--- src/sv/pdg3c_pkg.sv ---
`default_nettype none
package pdg3c_pkg;

  localparam int unsigned QW         = 24;
  localparam int unsigned NDIG       = 4;
  localparam logic [31:0] IDA_LIMIT  = 32'd10000000;
  localparam logic [QW-1:0] RECIP10  = 24'd13421773;
  localparam int unsigned RECIP_SH   = 27;

  localparam logic [31:0] ID_OVR0_A  = 32'd1000017;
  localparam logic [31:0] ID_OVR0_B  = 32'd1000018;
  localparam logic [31:0] ID_OVR0_C  = 32'd1000034;
  localparam logic [31:0] ID_OVR0_D  = 32'd1000052;
  localparam logic [31:0] ID_OVR0_E  = 32'd1000053;
  localparam logic [31:0] ID_OVR0_F  = 32'd1000054;
  localparam logic [31:0] ID_OVR6_A  = 32'd5100061;
  localparam logic [31:0] ID_OVR6_B  = 32'd5100062;
  localparam logic [31:0] ID_HUNDRED = 32'd100;

  localparam int unsigned SLOT_J  = 0;
  localparam int unsigned SLOT_Q3 = 1;
  localparam int unsigned SLOT_Q2 = 2;
  localparam int unsigned SLOT_Q1 = 3;

  typedef struct packed {
    logic                  neg;
    logic                  zero;
    logic                  ovr0;
    logic                  ovr6;
    logic                  eq100;
    logic [NDIG-1:0][3:0]  digits;
  } tok_t;

  function automatic logic signed [3:0] charge_lookup(input logic [6:0] idx);
    logic signed [3:0] c;
    c = 4'sd0;
    case (idx)
      7'd0, 7'd2, 7'd4, 7'd6:     c = -4'sd1;
      7'd1, 7'd3, 7'd5, 7'd7:     c = 4'sd2;
      7'd10, 7'd12, 7'd14, 7'd16: c = -4'sd3;
      7'd23, 7'd33, 7'd36, 7'd52: c = 4'sd3;
      7'd41:                      c = -4'sd1;
      7'd51, 7'd53:               c = 4'sd6;
      default:                    c = 4'sd0;
    endcase
    return c;
  endfunction

  function automatic logic signed [3:0] quark_charge(input logic [3:0] d);
    logic signed [3:0] c;
    if (d == 4'd0 || d > 4'd9) begin
      c = 4'sd0;
    end else begin
      c = charge_lookup({3'd0, d} - 7'd1);
    end
    return c;
  endfunction

endpackage
`default_nettype wire

--- src/sv/pdg3c_charge.sv ---
`default_nettype none
module pdg3c_charge (
  input  wire logic               clk,
  input  wire logic               rst,
  input  wire logic               in_valid,
  output      logic               in_ready,
  input  wire pdg3c_pkg::tok_t    in_tok,
  output      logic               out_valid,
  input  wire logic               out_ready,
  output      logic signed [3:0]  triple_charge
);

  logic              valid;
  logic [3:0]        dj, d3, d2, d1;
  logic [6:0]        sid;
  logic signed [4:0] ch;
  logic signed [4:0] ch_signed;
  logic signed [4:0] qc3, qc2, qc1;

  assign dj  = in_tok.digits[pdg3c_pkg::SLOT_J];
  assign d3  = in_tok.digits[pdg3c_pkg::SLOT_Q3];
  assign d2  = in_tok.digits[pdg3c_pkg::SLOT_Q2];
  assign d1  = in_tok.digits[pdg3c_pkg::SLOT_Q1];
  assign sid = ({3'd0, d3} << 3) + ({3'd0, d3} << 1) + {3'd0, dj};
  assign qc3 = 5'(pdg3c_pkg::quark_charge(d3));
  assign qc2 = 5'(pdg3c_pkg::quark_charge(d2));
  assign qc1 = 5'(pdg3c_pkg::quark_charge(d1));

  always_comb begin
    ch = 5'sd0;
    if (in_tok.zero || in_tok.eq100) begin
      ch = 5'sd0;
    end else if (d1 == 4'd0 && d2 == 4'd0) begin
      if (sid != 7'd0) begin
        ch = 5'(pdg3c_pkg::charge_lookup(sid - 7'd1));
        if (in_tok.ovr0) begin
          ch = 5'sd0;
        end
        if (in_tok.ovr6) begin
          ch = 5'sd6;
        end
      end
    end else if (dj == 4'd0) begin
      ch = 5'sd0;
    end else if (d1 == 4'd0) begin
      if (d2 == 4'd3 || d2 == 4'd5) begin
        ch = qc3 - qc2;
      end else begin
        ch = qc2 - qc3;
      end
    end else if (d3 == 4'd0) begin
      ch = qc2 + qc1;
    end else begin
      ch = qc3 + qc2 + qc1;
    end
    ch_signed = in_tok.neg ? -ch : ch;
  end

  assign in_ready  = !valid || out_ready;
  assign out_valid = valid;

  always_ff @(posedge clk) begin
    if (rst) begin
      valid <= 1'b0;
    end else if (in_ready) begin
      valid <= in_valid;
    end
  end

  always_ff @(posedge clk) begin
    if (in_valid && in_ready) begin
      triple_charge <= ch_signed[3:0];
    end
  end

endmodule
`default_nettype wire

--- config.mk ---
export PLATFORM = sky130hd
export DESIGN_NAME = pdg3c_charge
export DESIGN_NICKNAME = d
export VERILOG_FILES = /design/src/sv/pdg3c_pkg.sv /design/src/sv/pdg3c_charge.sv
export SDC_FILE = /design/constraint.sdc
export NUM_CORES = 1
export LEC_CHECK = 0
export BUFFER_PORTS_ARGS = -buffer_cell sky130_fd_sc_hd__buf_2
export CAP_MARGIN = 20
export CORE_UTILIZATION = 56
export CTS_CLUSTER_DIAMETER = 80
export DETAILED_ROUTE_END_ITERATION = 8
export GPL_TIMING_DRIVEN = 0
export PLACE_DENSITY_LB_ADDON = 0.05
export SETUP_SLACK_MARGIN = 0.05
export SKIP_CTS_REPAIR_TIMING = 1
export SLEW_MARGIN = 30
export SYNTH_ARGS = -nofsm -noshare
export SYNTH_HDL_FRONTEND = slang
export SYNTH_SLANG_ARGS = --single-unit
--- constraint.sdc ---
create_clock -name clk -period 5.4 [get_ports clk]
set_clock_uncertainty 0.15 [all_clocks]
set_input_delay 1.08 -clock clk [delete_from_list [all_inputs] [get_ports clk]]
set_output_delay 1.08 -clock clk [all_outputs]
set_load 0.05 [all_outputs]
==> results of run 1 <==
[cell type report]
type                            count  area (um^2)
Multi-Input combinational cell    154         1340
Fill cell                         229          764
Timing Repair Buffer               30          150
Sequential cell                     5          140
Inverter                           19         71.3
Tap cell                           30         37.5
Clock buffer                        4         26.3
Buffer                              2         16.3
[critical path: cells and delay by family]
kind / cells / cell delay (ps)
AO/OA/AOI/OAI: 5 / 1040
adder cells (fa/ha/maj): 3 / 1250
buffers and inverters: 2 / 300
AND/OR/NAND/NOR: 3 / 670
[stage by stage]
stage | util | setup WS (ps) | hold slack, ps | power, uW
6_report | 0.700 | 908 | 383 | 336
5_1_grt | 0.700 | 690 | 403 | 363
4_1_cts | 0.697 | 924 | 387 | 333
3_5_place_dp | 0.687 | 674 | 384 | 287
3_3_place_gp | 0.687 | 723 | 333 | 278
2_1_floorplan | - | 948 | 964 | 232
[sequential cells by signal, indices dropped and copies added, names as in the netlist]
register,count
out_valid,1
triple_charge,4
[cells in the final DEF (no fill, tap or decap), types with 4 or more instances in the layout]
master / n
edfxtp_1: 4
nor2_1: 14
o21ai_0: 8
xnor2_1: 12
inv_1: 19
nand2_1: 12
fa_1: 8
ha_1: 22
a21oi_1: 8
buf_2: 31
nor3_1: 4
a211oi_1: 4
[cell usage after synthesis, types with 2 or more instances]
cell	number	area [um^2]
ha_1	22	275
inv_1	19	71.3
nor2_1	14	52.6
nand2_1	12	45.0
xnor2_1	12	105
a21oi_1	8	40.0
fa_1	8	160
o21ai_0	8	40.0
a211oi_1	4	30.0
edfxtp_1	4	120
nor3_1	4	20.0
nand2b_1	3	18.8
nor2b_1	3	18.8
nor4_1	3	18.8
o2111ai_1	3	26.3
o211ai_1	3	22.5
or4_1	3	22.5
xor2_1	3	26.3
and2_1	2	12.5
mux2_2	2	22.5
mux2i_1	2	20.0
nand3_1	2	10.0
[cells by family (layout without fill, tap and decap cells)]
kind of cell / after synthesis / in the layout / share of synthesized area
buf+inv: 21 / 55 / 0.0561
mux: 5 / 5 / 0.0417
fa+ha+maj: 30 / 30 / 0.279
flops: 5 / 5 / 0.0898
compound gates: 41 / 41 / 0.187
simple gates: 61 / 61 / 0.233
xor+xnor: 17 / 17 / 0.114
[per-layer routing]
| metal | part of all wire | wire length (um) | global-route usage |
|---|---|---|---|
| met5 | 0 | 0 | 0 |
| met4 | 0.0044 | 16 | 0.0513 |
| met3 | 0.029 | 106 | 0.0167 |
| met2 | 0.50 | 1830 | 0.466 |
| met1 | 0.46 | 1680 | 0.352 |
[worst max path at each step]
| stage | start | to | cells past startpoint |
|---|---|---|---|
| CTS | in_tok[4] | triple_charge[1]$_DFFE_PP_ | 13 |
| global placement | in_tok[4] | triple_charge[1]$_DFFE_PP_ | 13 |
| global route | in_tok[4] | triple_charge[1]$_DFFE_PP_ | 13 |
| finish | in_tok[4] | triple_charge[1]$_DFFE_PP_ | 13 |
| detailed placement | in_tok[4] | triple_charge[1]$_DFFE_PP_ | 13 |
| floorplan | in_tok[3] | triple_charge[1]$_DFFE_PP_ | 12 |
[report_power, final]
group          leakage (uW)  internal (uW)  switching (uW)
logic              0.000744            103             139
registers         0.0000483           47.2            1.08
clock network     0.0000150           28.1            17.2
==> results.cfg, run 1 <==
[route]
via_per_inst = 6.04
first_iter_violations = 38
wl_mm = 3.63
dr_total_vias = 1473
wl_per_cell_um = 14.9
drtAntennaViolNets = 0
drcViolationCount = 0
drtPass1Iterations = 4

[synthesis]
yosysSeqAreaShare = 0.0898
synth_warnings = 0
avgSynthCellArea_um2 = 8.67
synth_seq_cells = 5
syn-num-nets = 235
synthFlopType = edfxtp_1
synthArstFlopShare = 0
synth_edf_count = 4
synth_cell_types = 58
synthCells = 180
synthesis.area_um2 = 1560

[setup_path]
cp.arrival_ps = 4340
r2r_slack_ps = 4300
path_class = input pin to flip-flop
reg2regPathDepth = 2
cp_max_fo = 9
worstPathCellList = buf_2, fa_1, fa_1, buf_6, nand4bb_1, or4_1, a22oi_1, o32ai_1, o221ai_1, a21o_2, ha_1, nand2_1, o21ai_0
crit_top_cell = fa_1
slowest_stage = fa_1
worst_ep_required_time_ps = 5250
r2r-end = triple_charge[2]$_DFFE_PP_
cp-start-kind = input pin
max_stage_delay_ps = 510
end_kind = flip-flop
r2r-start = out_valid$_SDFFE_PP0N_

[cts]
cts_made_buffers = 3
clock_latency_ps = 250
root_buffer = clkbuf_4
htreeDepth = 1
clock_path_buffers = 2
clkSinkCount = 5
clk_pin_slew_worst_paths_ps = 40
cts_tree = yes

[placed_design]
gp_congestion = 0.898
hpwl_mm = 3.00
port_buffers = 30
placed_cells = 240
placed_area_um2 = 1750

[grt]
grt.overflow.total = 0
grt_max_degree = 10
grt_util_all_layers = 0.265
grt_pass1_wl_mm = 5.82
antenna_found_initial = 0
grt_pass1_vias = 1353

[sta]
finalCriticalPeriod_ps = 4490
tns_ps = 0
worst-slew-pin-transition_ps = 799
rsz0062_at_grt = no
finalSetupViolCount = 0
fmax_mhz = 223
slew_headroom = 0.463
finalCritPeriodShare = 0.832
finalHoldViolations = 0
finalMaxSlewViolations = 0

[die]
die_w_um = 54.8
io_pins = 31
die_area_um2 = 3000
initial_core_util = 0.613
core_area_um2 = 2540
num_rows = 18
dieHeight_um = 54.8

[power_and_ir_drop]
power_leakage_uw = 0.000808
vdd_ir_drop_max_mv = 0.139
cellPowerDensity_nw_per_um2 = 189

[hold_path]
hold_start = out_valid$_SDFFE_PP0N_
min_to = out_valid$_SDFFE_PP0N_
whs_path_depth = 2
hold_path_class = flip-flop to flip-flop

[cells_and_area]
antennaDiodeCount = 0
post_route_cells_drive_above_1_share = 0.234
fin_nets = 270
design_area_um2 = 1780
area_growth_pct = 14.1
final_cell_count_no_fill = 244

[outcome]
status = complete, no violations

[job]
drv_cap = 0
Power figures use the tool's default switching activity.
==> inputs of run 2 (changes only) <==
Settings changed: ABC_AREA from default to 1.
Clock period 5.4 ns to 4.2 ns, I/O delays scaled along.
==> run 2 against run 1 <==
  * Die area shrank 1.0%
  * Hold slack lost 44 ps
  * Clock power is 25% higher
  * Sequential power grew 28%
  * Sequential share of layout area up 0.090 points
  * Via count grew 7.7%
  * First-iteration DRC count down 21%
  * Final cell count increased by 30%
  * Non-clock buffer count down 1
  * Register-to-register slack worse by 1300 ps
  * Core utilization fell by 0.79 points
  * Largest cell class unchanged
==> results.cfg, run 2 <==
[placed_design]
placed_area_um2 = 1730
hpwl_mm = 2.74
gp_congestion = 0.829
port_buffers = 30

[setup_path]
end_kind = flip-flop
r2r-start = out_valid$_SDFFE_PP0N_
worst_ep_required_time_ps = 4040
crit_path_start = in_tok[10]
cp_max_fo = 6
path_class = input pin to flip-flop
cp.arrival_ps = 3620
cp-start-kind = input pin

[hold_path]
hold_path_class = flip-flop to flip-flop
hold_start = out_valid$_SDFFE_PP0N_

[synthesis]
synthFlopType = edfxtp_1
synth.most_common_cell = nand2_1
synth_seq_cells = 5
synth_top_area_share = 0.202
synth_area_leader_cell = nand2_1
synthArstFlopShare = 0
syn-num-nets = 309
yosysSeqAreaShare = 0.0908
yosys-top-cells-area = nand2_1 20%, ha_1 18%, fa_1 10%
synth_warnings = 0
avgSynthCellArea_um2 = 6.08
synthCells = 254
synth_cell_types = 24
synthesis.area_um2 = 1540
synth_common_cells = 83 x nand2_1, 40 x inv_1, 28 x nand3_1, 22 x ha_1, 21 x nor2_1
synth_edf_count = 4

[outcome]
status = complete, no violations

[cells_and_area]
mostFrequentLayoutCells = 83 x nand2_1, 40 x inv_1, 30 x buf_2
layout_commonest_cell = nand2_1
post_route_cells_drive_above_1_share = 0.142
design_area_um2 = 1760
top_register = triple_charge
largest_reg_flops = 4
antennaDiodeCount = 0
fin_nets = 344
area_growth_pct = 14.0
finalCoreUtilization = 0.692
fillers = 251

[sta]
finalCritPeriodShare = 0.901
rsz0062_at_grt = no
worst-slew-pin-transition_ps = 468
finalSetupViolCount = 0
whs_ps = 339
finalHoldViolations = 0
finalCriticalPeriod_ps = 3780
fmax_mhz = 264
slew_headroom = 0.687
finalMaxSlewViolations = 0

[route]
first_iter_violations = 30
drcViolationCount = 0
wl_mm = 3.12
via_per_inst = 4.99
dr_total_vias = 1587
drtAntennaViolNets = 0
drtPass1Iterations = 4
wl_per_cell_um = 9.80

[grt]
grt_max_degree = 9
grt_pass1_wl_mm = 5.27
antenna_found_initial = 0
grt_pass1_vias = 1328
grt_util_all_layers = 0.237
grt.overflow.total = 0

[die]
die_w_um = 54.5
initial_core_util = 0.607
dieHeight_um = 54.5
io_pins = 31
num_rows = 18
core_area_um2 = 2540
die_area_um2 = 2970

[power_and_ir_drop]
cellPowerDensity_nw_per_um2 = 226
power_leakage_uw = 0.00102
vdd_ir_drop_max_mv = 0.228

[cts]
cts_tree = yes
clk_pin_slew_worst_paths_ps = 40
clock_latency_ps = 240
clkSinkCount = 5
clock_path_buffers = 2
root_buffer = clkbuf_4
cts_made_buffers = 3
htreeDepth = 1

[job]
drv_cap = 0
-- run 2: area by class of cell --
cell class                      instances  area (um^2)  share of cell area
Multi-Input combinational cell        207         1250               0.709
Inverter                               41          154              0.0874
Timing Repair Buffer                   30          150              0.0853
Sequential cell                         5          140              0.0796
Tap cell                               30         37.5              0.0213
Clock buffer                            4         26.3              0.0149
Buffer                                  1         3.75             0.00213
-- run 2: metal layers --
layer  track usage  part of all wire  vias to the layer above
met5             0                 0                        -
met1         0.332              0.51                      683
met4        0.0171                 0                        0
li1              -                 -                      872
met2         0.404              0.45                       32
met3        0.0222             0.033                        0
-- run 2: worst max-delay path, stage by stage --
cell and delay, ps:
buf_2 100, or2_1 230, nor2_1 130, nor2_1 70, nor2_2 360, fa_1 480
ha_1 200, inv_1 60, fa_1 410, o211ai_1 180, nand3_1 100, a21oi_1 130
nand2_1 110, nand3_2 90, nand2_1 50, nand2_1 50, nand2_1 40
-- run 2: kinds of logic after synthesis --
group           share of synthesized area
buf+inv                             0.102
fa+ha+maj                           0.282
xor+xnor                           0.0397
compound gates                     0.0964
simple gates                        0.389
flops                              0.0908
-- run 2: worst paths after layout --
| path | end | slack (ps) | cells past startpoint |
|---|---|---|---|
| worst max-delay path | triple_charge[3]$_DFFE_PP_ | 420 | 17 |
| worst min-delay path | out_valid$_SDFFE_PP0N_ | 340 | 2 |
| worst max register to register | triple_charge[0]$_DFFE_PP_ | 3050 | 1 |
| worst min register to register | out_valid$_SDFFE_PP0N_ | 340 | 2 |
-- run 2: where the power goes --
part / total (uW) / internal [uW] / switching (uW)
clock: 56.4 / 36.0 / 20.4
sequential: 61.5 / 60.3 / 1.21
combinational: 280 / 101 / 179
-- run 2: per-stage QoR --
| stage | setup slack, ps | total power [uW] | TNS (ps) | instances |
|---|---|---|---|---|
| 6_report | 416 | 398 | 0 | 318 |
| 5_1_grt | 176 | 448 | 0 | 318 |
| 4_1_cts | 226 | 397 | 0 | 318 |
| 3_5_place_dp | -9.50 | 341 | -9.50 | 314 |
| 3_3_place_gp | -29.4 | 334 | -29.4 | 314 |
| 2_1_floorplan | 357 | 280 | 0 | 254 |
