### config.mk
export PLATFORM = sky130hd
export DESIGN_NAME = pdg3c_front
export DESIGN_NICKNAME = d
export VERILOG_FILES = /design/src/sv/pdg3c_pkg.sv /design/src/sv/pdg3c_front.sv
export SDC_FILE = /design/constraint.sdc
export NUM_CORES = 1
export LEC_CHECK = 0
export BUFFER_PORTS_ARGS = -buffer_cell sky130_fd_sc_hd__buf_2
export CAP_MARGIN = 5
export CORE_MARGIN = 1
export CORE_UTILIZATION = 32
export DETAILED_ROUTE_END_ITERATION = 8
export PLACE_DENSITY = 0.62
export SYNTH_ARGS = -nofsm -noshare
export SYNTH_HDL_FRONTEND = slang
export SYNTH_SLANG_ARGS = --single-unit
### constraint.sdc
create_clock -name clk -period 4.7 [get_ports clk]
set_input_delay 0.94 -clock clk [delete_from_list [all_inputs] [get_ports clk]]
set_output_delay 0.94 -clock clk [all_outputs]
set_load 0.01 [all_outputs]
### src/sv/pdg3c_pkg.sv
`default_nettype none
package pdg3c_pkg;

  localparam int unsigned QW         = 24;
  localparam int unsigned NDIG       = 4;
  localparam logic [31:0] IDA_LIMIT  = 32'd10000000;
  localparam logic [QW-1:0] RECIP10  = 24'd13421773;
  localparam int unsigned RECIP_SH   = 27;

  localparam logic [31:0] ID_OVR0_A  = 32'd1000017;
  localparam logic [31:0] ID_OVR0_B  = 32'd1000018;
  localparam logic [31:0] ID_OVR0_C  = 32'd1000034;
  localparam logic [31:0] ID_OVR0_D  = 32'd1000052;
  localparam logic [31:0] ID_OVR0_E  = 32'd1000053;
  localparam logic [31:0] ID_OVR0_F  = 32'd1000054;
  localparam logic [31:0] ID_OVR6_A  = 32'd5100061;
  localparam logic [31:0] ID_OVR6_B  = 32'd5100062;
  localparam logic [31:0] ID_HUNDRED = 32'd100;

  localparam int unsigned SLOT_J  = 0;
  localparam int unsigned SLOT_Q3 = 1;
  localparam int unsigned SLOT_Q2 = 2;
  localparam int unsigned SLOT_Q1 = 3;

  typedef struct packed {
    logic                  neg;
    logic                  zero;
    logic                  ovr0;
    logic                  ovr6;
    logic                  eq100;
    logic [NDIG-1:0][3:0]  digits;
  } tok_t;

  function automatic logic signed [3:0] charge_lookup(input logic [6:0] idx);
    logic signed [3:0] c;
    c = 4'sd0;
    case (idx)
      7'd0, 7'd2, 7'd4, 7'd6:     c = -4'sd1;
      7'd1, 7'd3, 7'd5, 7'd7:     c = 4'sd2;
      7'd10, 7'd12, 7'd14, 7'd16: c = -4'sd3;
      7'd23, 7'd33, 7'd36, 7'd52: c = 4'sd3;
      7'd41:                      c = -4'sd1;
      7'd51, 7'd53:               c = 4'sd6;
      default:                    c = 4'sd0;
    endcase
    return c;
  endfunction

  function automatic logic signed [3:0] quark_charge(input logic [3:0] d);
    logic signed [3:0] c;
    if (d == 4'd0 || d > 4'd9) begin
      c = 4'sd0;
    end else begin
      c = charge_lookup({3'd0, d} - 7'd1);
    end
    return c;
  endfunction

endpackage
`default_nettype wire

### src/sv/pdg3c_front.sv
`default_nettype none
module pdg3c_front (
  input  wire logic                       clk,
  input  wire logic                       rst,
  input  wire logic                       in_valid,
  output      logic                       in_ready,
  input  wire logic signed [31:0]         particle_id,
  output      logic                       out_valid,
  input  wire logic                       out_ready,
  output      logic [pdg3c_pkg::QW-1:0]   out_q,
  output      pdg3c_pkg::tok_t            out_tok
);

  logic               valid;
  logic [31:0]        raw;
  logic [31:0]        ida;
  pdg3c_pkg::tok_t    tok_next;

  assign raw = particle_id;
  assign ida = raw[31] ? (32'd0 - raw) : raw;

  always_comb begin
    tok_next        = '0;
    tok_next.neg    = raw[31];
    tok_next.zero   = (ida == 32'd0) || (ida >= pdg3c_pkg::IDA_LIMIT);
    tok_next.ovr0   = (ida == pdg3c_pkg::ID_OVR0_A) || (ida == pdg3c_pkg::ID_OVR0_B) ||
                      (ida == pdg3c_pkg::ID_OVR0_C) || (ida == pdg3c_pkg::ID_OVR0_D) ||
                      (ida == pdg3c_pkg::ID_OVR0_E) || (ida == pdg3c_pkg::ID_OVR0_F);
    tok_next.ovr6   = (ida == pdg3c_pkg::ID_OVR6_A) || (ida == pdg3c_pkg::ID_OVR6_B);
    tok_next.eq100  = (ida == pdg3c_pkg::ID_HUNDRED);
  end

  assign in_ready  = !valid || out_ready;
  assign out_valid = valid;

  always_ff @(posedge clk) begin
    if (rst) begin
      valid <= 1'b0;
    end else if (in_ready) begin
      valid <= in_valid;
    end
  end

  always_ff @(posedge clk) begin
    if (in_valid && in_ready) begin
      out_q   <= ida[pdg3c_pkg::QW-1:0];
      out_tok <= tok_next;
    end
  end

endmodule
`default_nettype wire

==> impl_metrics.env, run 1 <==
export IMPL_grt_max_degree=30
export IMPL_crit_chain="buf_2 -> inv_1 -> ha_1 -> or4b_2 -> or4_1 -> or4_1 -> nand3_1 -> nand2_1 -> or3_1 -> o311ai_1"
export IMPL_crit_path_frequent_cell="or4_1"
export IMPL_status="finished, final reports clean"
export IMPL_critPathSlowestCell="or4b_2"
export IMPL_finClkSkew_ns=0.00917
export IMPL_synth_flop_cell="edfxtp_1"
export IMPL_grt_setup_unrepaired="no"
export IMPL_max_clock_path_buffers=2
export IMPL_cp_required_ns=4.78
export IMPL_wl_mm=5.32
export IMPL_gp_congestion=0.942
export IMPL_synthToLayoutAreaGrowth_pct=20.2
export IMPL_yosysUniqueCellTypes=63
export IMPL_postSynth_asyncResetShare_pct=0
export IMPL_fmax_ghz=0.267
export IMPL_grt_antenna_before_repair=0
export IMPL_cts_tree="built"
export IMPL_hp_class="flip-flop to flip-flop"
export IMPL_netlist_top_cell_by_area="edfxtp_1"
export IMPL_crit_arrival_ns=3.83
export IMPL_place_area_um2=2590
export IMPL_ant_nets=0
export IMPL_dpl_hpwl_mm=4.29
export IMPL_tns_ns=0
export IMPL_max_cap_viol_count=0
export IMPL_p_per_area_nw_per_um2=255
export IMPL_synth_seq_cells=30
export IMPL_synth_common_cells="edfxtp_1, inv_1, buf_4"
export IMPL_n_antenna_cell=0
export IMPL_start_util_pct=33.1
export IMPL_reg2reg_from="out_valid"
export IMPL_min_from="out_valid"
export IMPL_portBuffers=66
export IMPL_critPathKind="input port to flip-flop"
export IMPL_slew_headroom_pct=53.2
export IMPL_synthTopCellsByArea="edfxtp_1, buf_4, xnor2_1"
export IMPL_setup_viol=0
export IMPL_p_seq_share_pct=46.8
export IMPL_post_route_period_util_pct=79.8
export IMPL_drc=0
export IMPL_cts_hold_buffers_added=0
export IMPL_fp_dieArea_um2=7360
export IMPL_start_kind="input port"
export IMPL_cp_startpoint="particle_id[0]"
export IMPL_vias=1928
export IMPL_peakVddDrop_v=0.000108
export IMPL_rows=30
export IMPL_clock_latency_ns=0.27
export IMPL_postCtsSetupRepairBufs=0
export IMPL_synth_edf_count=29
export IMPL_die_width_um=85.8
export IMPL_syn_inst=227
export IMPL_die_h_um=85.8
export IMPL_path_buf_inv=2
export IMPL_numCtsBuffers=5
export IMPL_yosysTopAreaCellShare_pct=38.8
export IMPL_gr_total_overflow=0
export IMPL_nNetsFinal=329
export IMPL_worst_path_largest_cell_delay_ns=0.61
export IMPL_crit_family="simple AND/OR/NAND/NOR gates"
export IMPL_core_area_um2=6790
export IMPL_cts_resized_gates=0
export IMPL_p_leak_nw=1.09
export IMPL_root_buffer="clkbuf_8"
export IMPL_clkPwrFrac_pct=29.7
export IMPL_layout_min_cycle_time_ns=3.75
export IMPL_ys_warn_count=0
export IMPL_internal_power_mw=0.497
export IMPL_crit_fanout=6
export IMPL_grt_pass1_vias=1771
export IMPL_wl_per_cell_um=13.7
export IMPL_syn_area_per_cell_um2=9.89
export IMPL_cts_sinks=30
export IMPL_yosysSeqAreaShare_pct=39.7
export IMPL_syn_cell_area_um2=2250
export IMPL_endpoint_kind="flip-flop"
export IMPL_htreeDepth=2
export IMPL_fin_area_um2=2700
export IMPL_ios=83
export IMPL_finalMaxSlewViolations=0
export IMPL_initialDrtViolationCount=95
export IMPL_vias_per_cell=4.97
export IMPL_swShare_pct=27.9
export IMPL_power_frac_comb_pct=23.5
export IMPL_dr_pass1_iters=4
export IMPL_p_switching_mw=0.192
export IMPL_grt_first_pass_wirelength_mm=8.69
export IMPL_path_clk_slew_ns=0.06
export IMPL_track_usage_pct=15.0
export IMPL_drive_above_1_share_pct=30.1
export IMPL_worstMarginPinSlew_ns=0.696
export IMPL_final_hold_viol_count=0
export IMPL_yosysMostFrequentCell="edfxtp_1"
## state kept, by name (all words and copies together), names as in the netlist
register and flops:
out_q 24, out_valid 1, out_tok 5
## worst reg2reg max path, stage by stage (launching register included)
cell	delay [ns]
dfxtp_1	0.30
nand2b_1	0.10
and2_1	0.41
buf_8	0.25
## worst paths after layout
kind | cells past startpoint | to | slack (ns)
min | 2 | out_valid | 0.51
max reg2reg | 3 | out_q[11] | 3.34
min reg2reg | 2 | out_valid | 0.51
max | 10 | out_tok[19] | 0.95
## cell type report
cell class	instances	area, µm²
Sequential cell	30	891
Multi-Input combinational cell	164	1160
Inverter	22	82.6
Fill cell	700	4100
Timing Repair Buffer	68	353
Clock buffer	8	90.1
Tap cell	96	120
## placed cells by master (no fill, tap or decap), drive strengths merged, types with 2 or more instances in the layout
| cell | n |
|---|---|
| a211oi | 2 |
| a21oi | 3 |
| a31oi | 2 |
| a32oi | 2 |
| a41oi | 4 |
| and2 | 4 |
| and3 | 2 |
| buf | 68 |
| clkbuf | 8 |
| conb | 16 |
| edfxtp | 29 |
| ha | 2 |
| inv | 21 |
| nand2 | 4 |
| nand3 | 5 |
| nand3b | 2 |
| nand4 | 8 |
| nand4b | 2 |
| nor2 | 14 |
| nor3 | 9 |
| nor4 | 9 |
| o21ai | 5 |
| o311ai | 2 |
| o31ai | 5 |
| o41ai | 7 |
| or3 | 4 |
| or4 | 8 |
| xnor2 | 11 |
| xor2 | 11 |
## through the flow
stage,total power [mW],setup WS (ns),instances,utilization [%],hold slack [ns]
after floorplan,0.435,1.12,242,-,0.593
after global placement,0.487,0.681,379,38.2,0.486
after CTS,0.696,0.946,387,39.5,0.519
after global routing,0.726,0.810,388,39.7,0.552
final,0.689,0.950,388,39.7,0.514
after detailed placement,0.489,0.674,379,38.2,0.513
## routing by layer
layer  track usage [%]  share of wire (%)  vias up  wire length (µm)
met5                 0                  0        -                 0
met4              4.70                1.4        0                75
li1                  -                  -      967                 -
met2              26.3                 50       74              2680
met1              18.6                 43      879              2300
met3              2.89                5.0        8               268
## power groups by stage
stage          combinational, mW  sequential, mW  clock, mW
6_report                   0.162           0.323      0.205
5_1_grt                    0.180           0.324      0.222
4_1_cts                    0.161           0.323      0.212
3_5_place_dp               0.160           0.329          0
3_3_place_gp               0.158           0.329          0
2_1_floorplan             0.0944           0.341          0
## logic make-up (layout without fill, tap and decap cells)
group           count (synthesis)  in the layout  synth area share, %
buf+inv                        48             98                 11.1
fa+ha+maj                       2              2                 1.11
other cells                     1             16                0.167
xor+xnor                       22             22                 8.58
simple gates                   80             80                 22.6
mux                             2              2                0.947
compound gates                 42             42                 15.9
flops                          30             30                 39.7
No activity file was read; power rests on OpenSTA's default activity.
==> run 2, diff against run 1 <==
PLACE_DENSITY = 0.64   (was 0.62)
clock period = 3.2 ns   (was 4.7 ns; I/O delays follow)
==> run 2 against run 1 <==
  * Register-to-register slack got worse by 1.3 ns
  * Sequential share of layout area decreased by 5.4 points
  * First-iteration DRC count increased by 19%
  * Clock power increased by 36%
  * Combinational power increased by 90%
  * Critical path depth unchanged
  * Via count increased by 12%
  * Non-clock buffer count increased by 60
  * Sequential cell count unchanged
  * Sequential power increased by 47%
  * Die area unchanged
  * Critical path type unchanged
==> impl_metrics.env, run 2 (synthesis gave the netlist of run 1 again) <==
export IMPL_status="finished, final reports clean"
export IMPL_p_leak_nw=1.39
export IMPL_wl_per_cell_um=13.0
export IMPL_vias_per_cell=4.80
export IMPL_drc=0
export IMPL_ios=83
export IMPL_post_route_util_pct=47.5
export IMPL_grt_antenna_before_repair=0
export IMPL_power_frac_comb_pct=29.0
export IMPL_final_hold_viol_count=0
export IMPL_portBuffers=66
export IMPL_clkPwrFrac_pct=26.2
export IMPL_crit_chain="buf_2 -> inv_2 -> ha_4 -> or4b_2 -> or4_4 -> or4_1 -> nand3_1 -> nand2_1 -> or3_4 -> o311ai_2"
export IMPL_worst_path_largest_cell_delay_ns=0.59
export IMPL_critPathSlowestCell="or4b_2"
export IMPL_grt_first_pass_wirelength_mm=9.46
export IMPL_instances_no_fill=448
export IMPL_place_inst=439
export IMPL_synthToLayoutAreaGrowth_pct=43.6
export IMPL_gp_congestion=0.902
export IMPL_max_cap_viol_count=0
export IMPL_swShare_pct=28.6
export IMPL_initialDrtViolationCount=113
export IMPL_crit_family="simple AND/OR/NAND/NOR gates"
export IMPL_max_clock_path_buffers=2
export IMPL_largest_register="out_q"
export IMPL_track_usage_pct=16.5
export IMPL_layout_min_cycle_time_ns=3.15
export IMPL_crit_arrival_ns=3.24
export IMPL_htreeDepth=2
export IMPL_nNetsFinal=389
export IMPL_endpoint_kind="flip-flop"
export IMPL_start_util_pct=33.1
export IMPL_finalMaxSlewViolations=0
export IMPL_setup_viol=0
export IMPL_slew_headroom_pct=63.5
export IMPL_p_seq_share_pct=44.8
export IMPL_final_cell_mix="buf_2, buf_4, edfxtp_1"
export IMPL_die_h_um=85.8
export IMPL_final_common_cell="buf_2"
export IMPL_power_mw=1.06
export IMPL_cts_sinks=30
export IMPL_clock_latency_ns=0.28
export IMPL_gr_total_overflow=0
export IMPL_drive_above_1_share_pct=46.3
export IMPL_start_kind="input port"
export IMPL_path_buf_inv=2
export IMPL_grt_max_degree=30
export IMPL_peakVddDrop_v=0.000127
export IMPL_grt_setup_unrepaired="yes"
export IMPL_root_buffer="clkbuf_8"
export IMPL_crit_fanout=4
export IMPL_ant_nets=0
export IMPL_core_area_um2=6790
export IMPL_numCtsBuffers=5
export IMPL_dpl_hpwl_mm=4.81
export IMPL_fmax_ghz=0.318
export IMPL_cts_tree="built"
export IMPL_grt_pass1_vias=2045
export IMPL_vias=2151
export IMPL_n_antenna_cell=0
export IMPL_die_width_um=85.8
export IMPL_p_switching_mw=0.302
export IMPL_internal_power_mw=0.756
export IMPL_tns_ns=0
export IMPL_wl_mm=5.85
export IMPL_dr_pass1_iters=4
export IMPL_largest_reg_flops=24
export IMPL_fp_dieArea_um2=7360
export IMPL_finClkSkew_ns=0.00191
export IMPL_cp_required_ns=3.30
export IMPL_critPathKind="input port to flip-flop"
export IMPL_rows=30
export IMPL_worstMarginPinSlew_ns=0.546
export IMPL_p_per_area_nw_per_um2=328
export IMPL_hp_class="flip-flop to flip-flop"
export IMPL_path_clk_slew_ns=0.06
export IMPL_post_route_period_util_pct=98.3
[run 2: cell types whose count changed in the layout (fill, tap and decap cells not counted), sizes merged]
| cell | previous run | this run |
|---|---|---|
| buf | 68 | 128 |
| clkbuf | 8 | 6 |
| clkinv | 1 | 3 |
[run 2: worst paths after layout]
path / start / end / slack, ns / cells after the start
max: particle_id[0] / out_tok[19] / 0.05 / 10
min: out_valid / out_valid / 0.51 / 2
max reg2reg: out_valid / out_q[19] / 1.99 / 3
min reg2reg: out_valid / out_valid / 0.51 / 2
[run 2: power groups by stage]
stage | clock network, mW | registers (mW) | logic, mW
finish | 0.278 | 0.474 | 0.307
global route | 0.303 | 0.477 | 0.338
CTS | 0.286 | 0.474 | 0.300
detailed placement | 0 | 0.482 | 0.299
global placement | 0 | 0.482 | 0.295
floorplan | 0 | 0.500 | 0.141
[run 2: repair_timing]
item / 4_1_cts / 5_1_grt
setup buffers: 0 / 1
setup endpoints to repair: 0 / 4
resized for setup: 0 / 13
hold endpoints to repair: 0 / 0
hold buffers: 0 / 0
[run 2: layout make-up]
class	instances	area [µm²]
Clock buffer	6	72.6
Clock inverter	2	8.76
Fill cell	629	3570
Inverter	22	82.6
Multi-Input combinational cell	164	1250
Sequential cell	30	891
Tap cell	96	120
Timing Repair Buffer	128	796
[run 2: metal layers]
metal	GRT usage [%]	vias up	share of wire (%)
met2	29.5	76	50
met1	19.5	981	44
met4	7.12	0	2.4
li1	-	1082	-
met3	2.79	12	4.0
met5	0	-	0
[run 2: worst register-to-register path: stages (launching register included)]
cell and delay [ns]:
dfxtp_1 0.31, nand2b_1 0.09, and2_1 0.13, buf_4 0.33
[run 2: through the flow]
step,hold slack (ns),instance area (µm²),worst slack (ns)
finish,0.508,3230,0.0542
global route,0.506,3230,-0.0536
CTS,0.513,3160,0.0363
detailed placement,0.508,3070,-0.245
global placement,0.485,3070,-0.240
floorplan,0.593,2330,0.00364
==> run 3, diff against run 2 <==
REMOVE_ABC_BUFFERS = 1   (was not set)
==> run 3 against run 2 <==
  * The run now ends with design-rule violations left
  * Utilization up 1.3 points
  * Cell count rose by 2.7%
  * Clock-buffer cell count did not move
  * Clock skew increased by 0.0027 ns
==> impl_metrics.env, run 3 (synthesis gave the netlist of run 1 again) <==
export IMPL_grt_antenna_before_repair=0
export IMPL_htreeDepth=2
export IMPL_grt_use_met1_pct=21.3
export IMPL_dpl_hpwl_mm=4.96
export IMPL_busiest_layer="met2"
export IMPL_p_switching_mw=0.323
export IMPL_cp_startpoint="particle_id[12]"
export IMPL_ant_nets=0
export IMPL_synthToLayoutAreaGrowth_pct=47.7
export IMPL_grt_max_degree=30
export IMPL_crit_arrival_ns=3.29
export IMPL_reg2reg_from="out_valid"
export IMPL_grt_pass1_vias=2058
export IMPL_reg2reg_slack_ns=1.99
export IMPL_final_hold_viol_count=0
export IMPL_hp_class="flip-flop to flip-flop"
export IMPL_tns_ns=0
export IMPL_swShare_pct=29.4
export IMPL_gr_usage_met3_pct=3.08
export IMPL_drive_above_1_share_pct=48.1
export IMPL_largest_register="out_q"
export IMPL_finalMaxSlewViolations=0
export IMPL_critPathKind="input port to flip-flop"
export IMPL_cp_required_ns=3.29
export IMPL_die_h_um=85.8
export IMPL_setup_viol=0
export IMPL_largest_reg_flops=24
export IMPL_internal_power_mw=0.776
export IMPL_endpoint_kind="flip-flop"
export IMPL_p_leak_nw=1.45
export IMPL_dr_pass1_iters=8
export IMPL_grt_first_pass_wirelength_mm=9.78
export IMPL_max_clock_path_buffers=2
export IMPL_drc=1
export IMPL_fp_dieArea_um2=7360
export IMPL_post_route_util_pct=48.8
export IMPL_start_kind="input port"
export IMPL_worst_path_largest_cell_delay_ns=0.52
export IMPL_p_per_area_nw_per_um2=331
export IMPL_gp_congestion=0.935
export IMPL_status="finished with violations"
export IMPL_die_width_um=85.8
export IMPL_place_area_um2=3100
export IMPL_cts_tree="built"
export IMPL_clock_latency_ns=0.28
export IMPL_path_clk_slew_ns=0.06
export IMPL_fmax_ghz=0.313
export IMPL_vias=2261
export IMPL_cts_sinks=30
export IMPL_wl_per_cell_um=13.7
export IMPL_track_usage_pct=17.2
export IMPL_core_area_um2=6790
export IMPL_clkPwrFrac_pct=25.9
export IMPL_ios=83
export IMPL_nNetsFinal=401
export IMPL_n_antenna_cell=0
export IMPL_r2r_end="out_q[10]"
export IMPL_vias_per_cell=4.92
export IMPL_crit_fanout=6
export IMPL_grtUsageMet2_pct=28.5
export IMPL_fin_area_um2=3320
export IMPL_start_util_pct=33.1
export IMPL_initialDrtViolationCount=119
export IMPL_rows=30
export IMPL_final_cell_mix="buf_4, buf_2, edfxtp_1"
export IMPL_power_frac_comb_pct=30.9
export IMPL_cts_hold_buffers_added=0
export IMPL_crit_chain="buf_2 -> or4_4 -> or4_4 -> buf_4 -> o311ai_0 -> and2_1 -> nand4_1 -> or3_4 -> o311ai_2"
export IMPL_layout_min_cycle_time_ns=3.19
export IMPL_violations="design-rule violations"
export IMPL_root_buffer="clkbuf_8"
export IMPL_final_common_cell="buf_4"
export IMPL_ff2ff_path_depth=3
export IMPL_fillers=659
export IMPL_wl_mm=6.30
export IMPL_finClkSkew_ns=0.00459
export IMPL_peakVddDrop_v=0.000141
export IMPL_max_cap_viol_count=0
export IMPL_numCtsBuffers=5
export IMPL_p_seq_share_pct=43.2
export IMPL_crit_path_frequent_cell="or4_4"
export IMPL_portBuffers=66
export IMPL_critPathSlowestCell="or4_4"
export IMPL_gr_total_overflow=0
export IMPL_crit_end="out_tok[19]"
export IMPL_post_route_period_util_pct=99.8
## run 3: changes by cell type in the layout (fill, tap and decap cells not counted), sizes merged
cell / change
buf: +12
## run 3: timing repair
| action | 4_1_cts | 5_1_grt |
|---|---|---|
| pin swaps | 1 | 6 |
| gates resized for setup | 3 | 14 |
| buffers inserted | 0 | 5 |
| setup endpoints to repair | 1 | 3 |
| hold endpoints to repair | 0 | 0 |
## run 3: worst min-delay path by stage
| stage | from | endpoint | slack, ns | cells after the start |
|---|---|---|---|---|
| after floorplan | out_valid | out_valid | 0.59 | 2 |
| after global placement | out_valid | out_valid | 0.49 | 2 |
| after detailed placement | out_valid | out_valid | 0.50 | 2 |
| after CTS | rst | out_valid | 0.50 | 2 |
| after global routing | rst | out_valid | 0.51 | 2 |
| final | out_valid | out_valid | 0.51 | 2 |
## run 3: area by class of cell
type	instances	area, µm²	area share, %
tap	96	120	3.62
sequential	30	891	26.9
multi-input combinational	164	1260	37.9
clock inverter	2	8.76	0.264
timing repair buffer	140	886	26.7
inverter	22	82.6	2.49
clock buffer	6	72.6	2.19
## run 3: routing by layer
| layer | up-vias | part of all wire, % |
|---|---|---|
| met4 | 0 | 2.4 |
| met1 | 1036 | 45 |
| met5 | - | 0 |
| met3 | 13 | 5.8 |
| met2 | 105 | 47 |
| li1 | 1107 | - |
## run 3: per-stage QoR
| step | setup WS (ns) | power (mW) | std cells | hold WS (ns) |
|---|---|---|---|---|
| floorplan | -0.0750 | 0.616 | 216 | 0.593 |
| global placement | -0.334 | 0.792 | 447 | 0.490 |
| detailed placement | -0.336 | 0.797 | 447 | 0.502 |
| CTS | 0.00957 | 1.08 | 455 | 0.504 |
| global route | -0.0516 | 1.15 | 460 | 0.512 |
| finish | 0.00627 | 1.10 | 460 | 0.511 |
## run 3: worst max-delay path, delay by kind of cell
family          cells  cell delay (ns)
simple gates        5             1.67
compound gates      2             0.69
buf+inv             2             0.28
## run 3: power groups by stage
stage / clock [mW] / combinational [mW] / sequential [mW]
finish: 0.285 / 0.339 / 0.474
global route: 0.304 / 0.368 / 0.477
CTS: 0.294 / 0.317 / 0.475
detailed placement: 0 / 0.314 / 0.483
global placement: 0 / 0.309 / 0.483
floorplan: 0 / 0.115 / 0.500
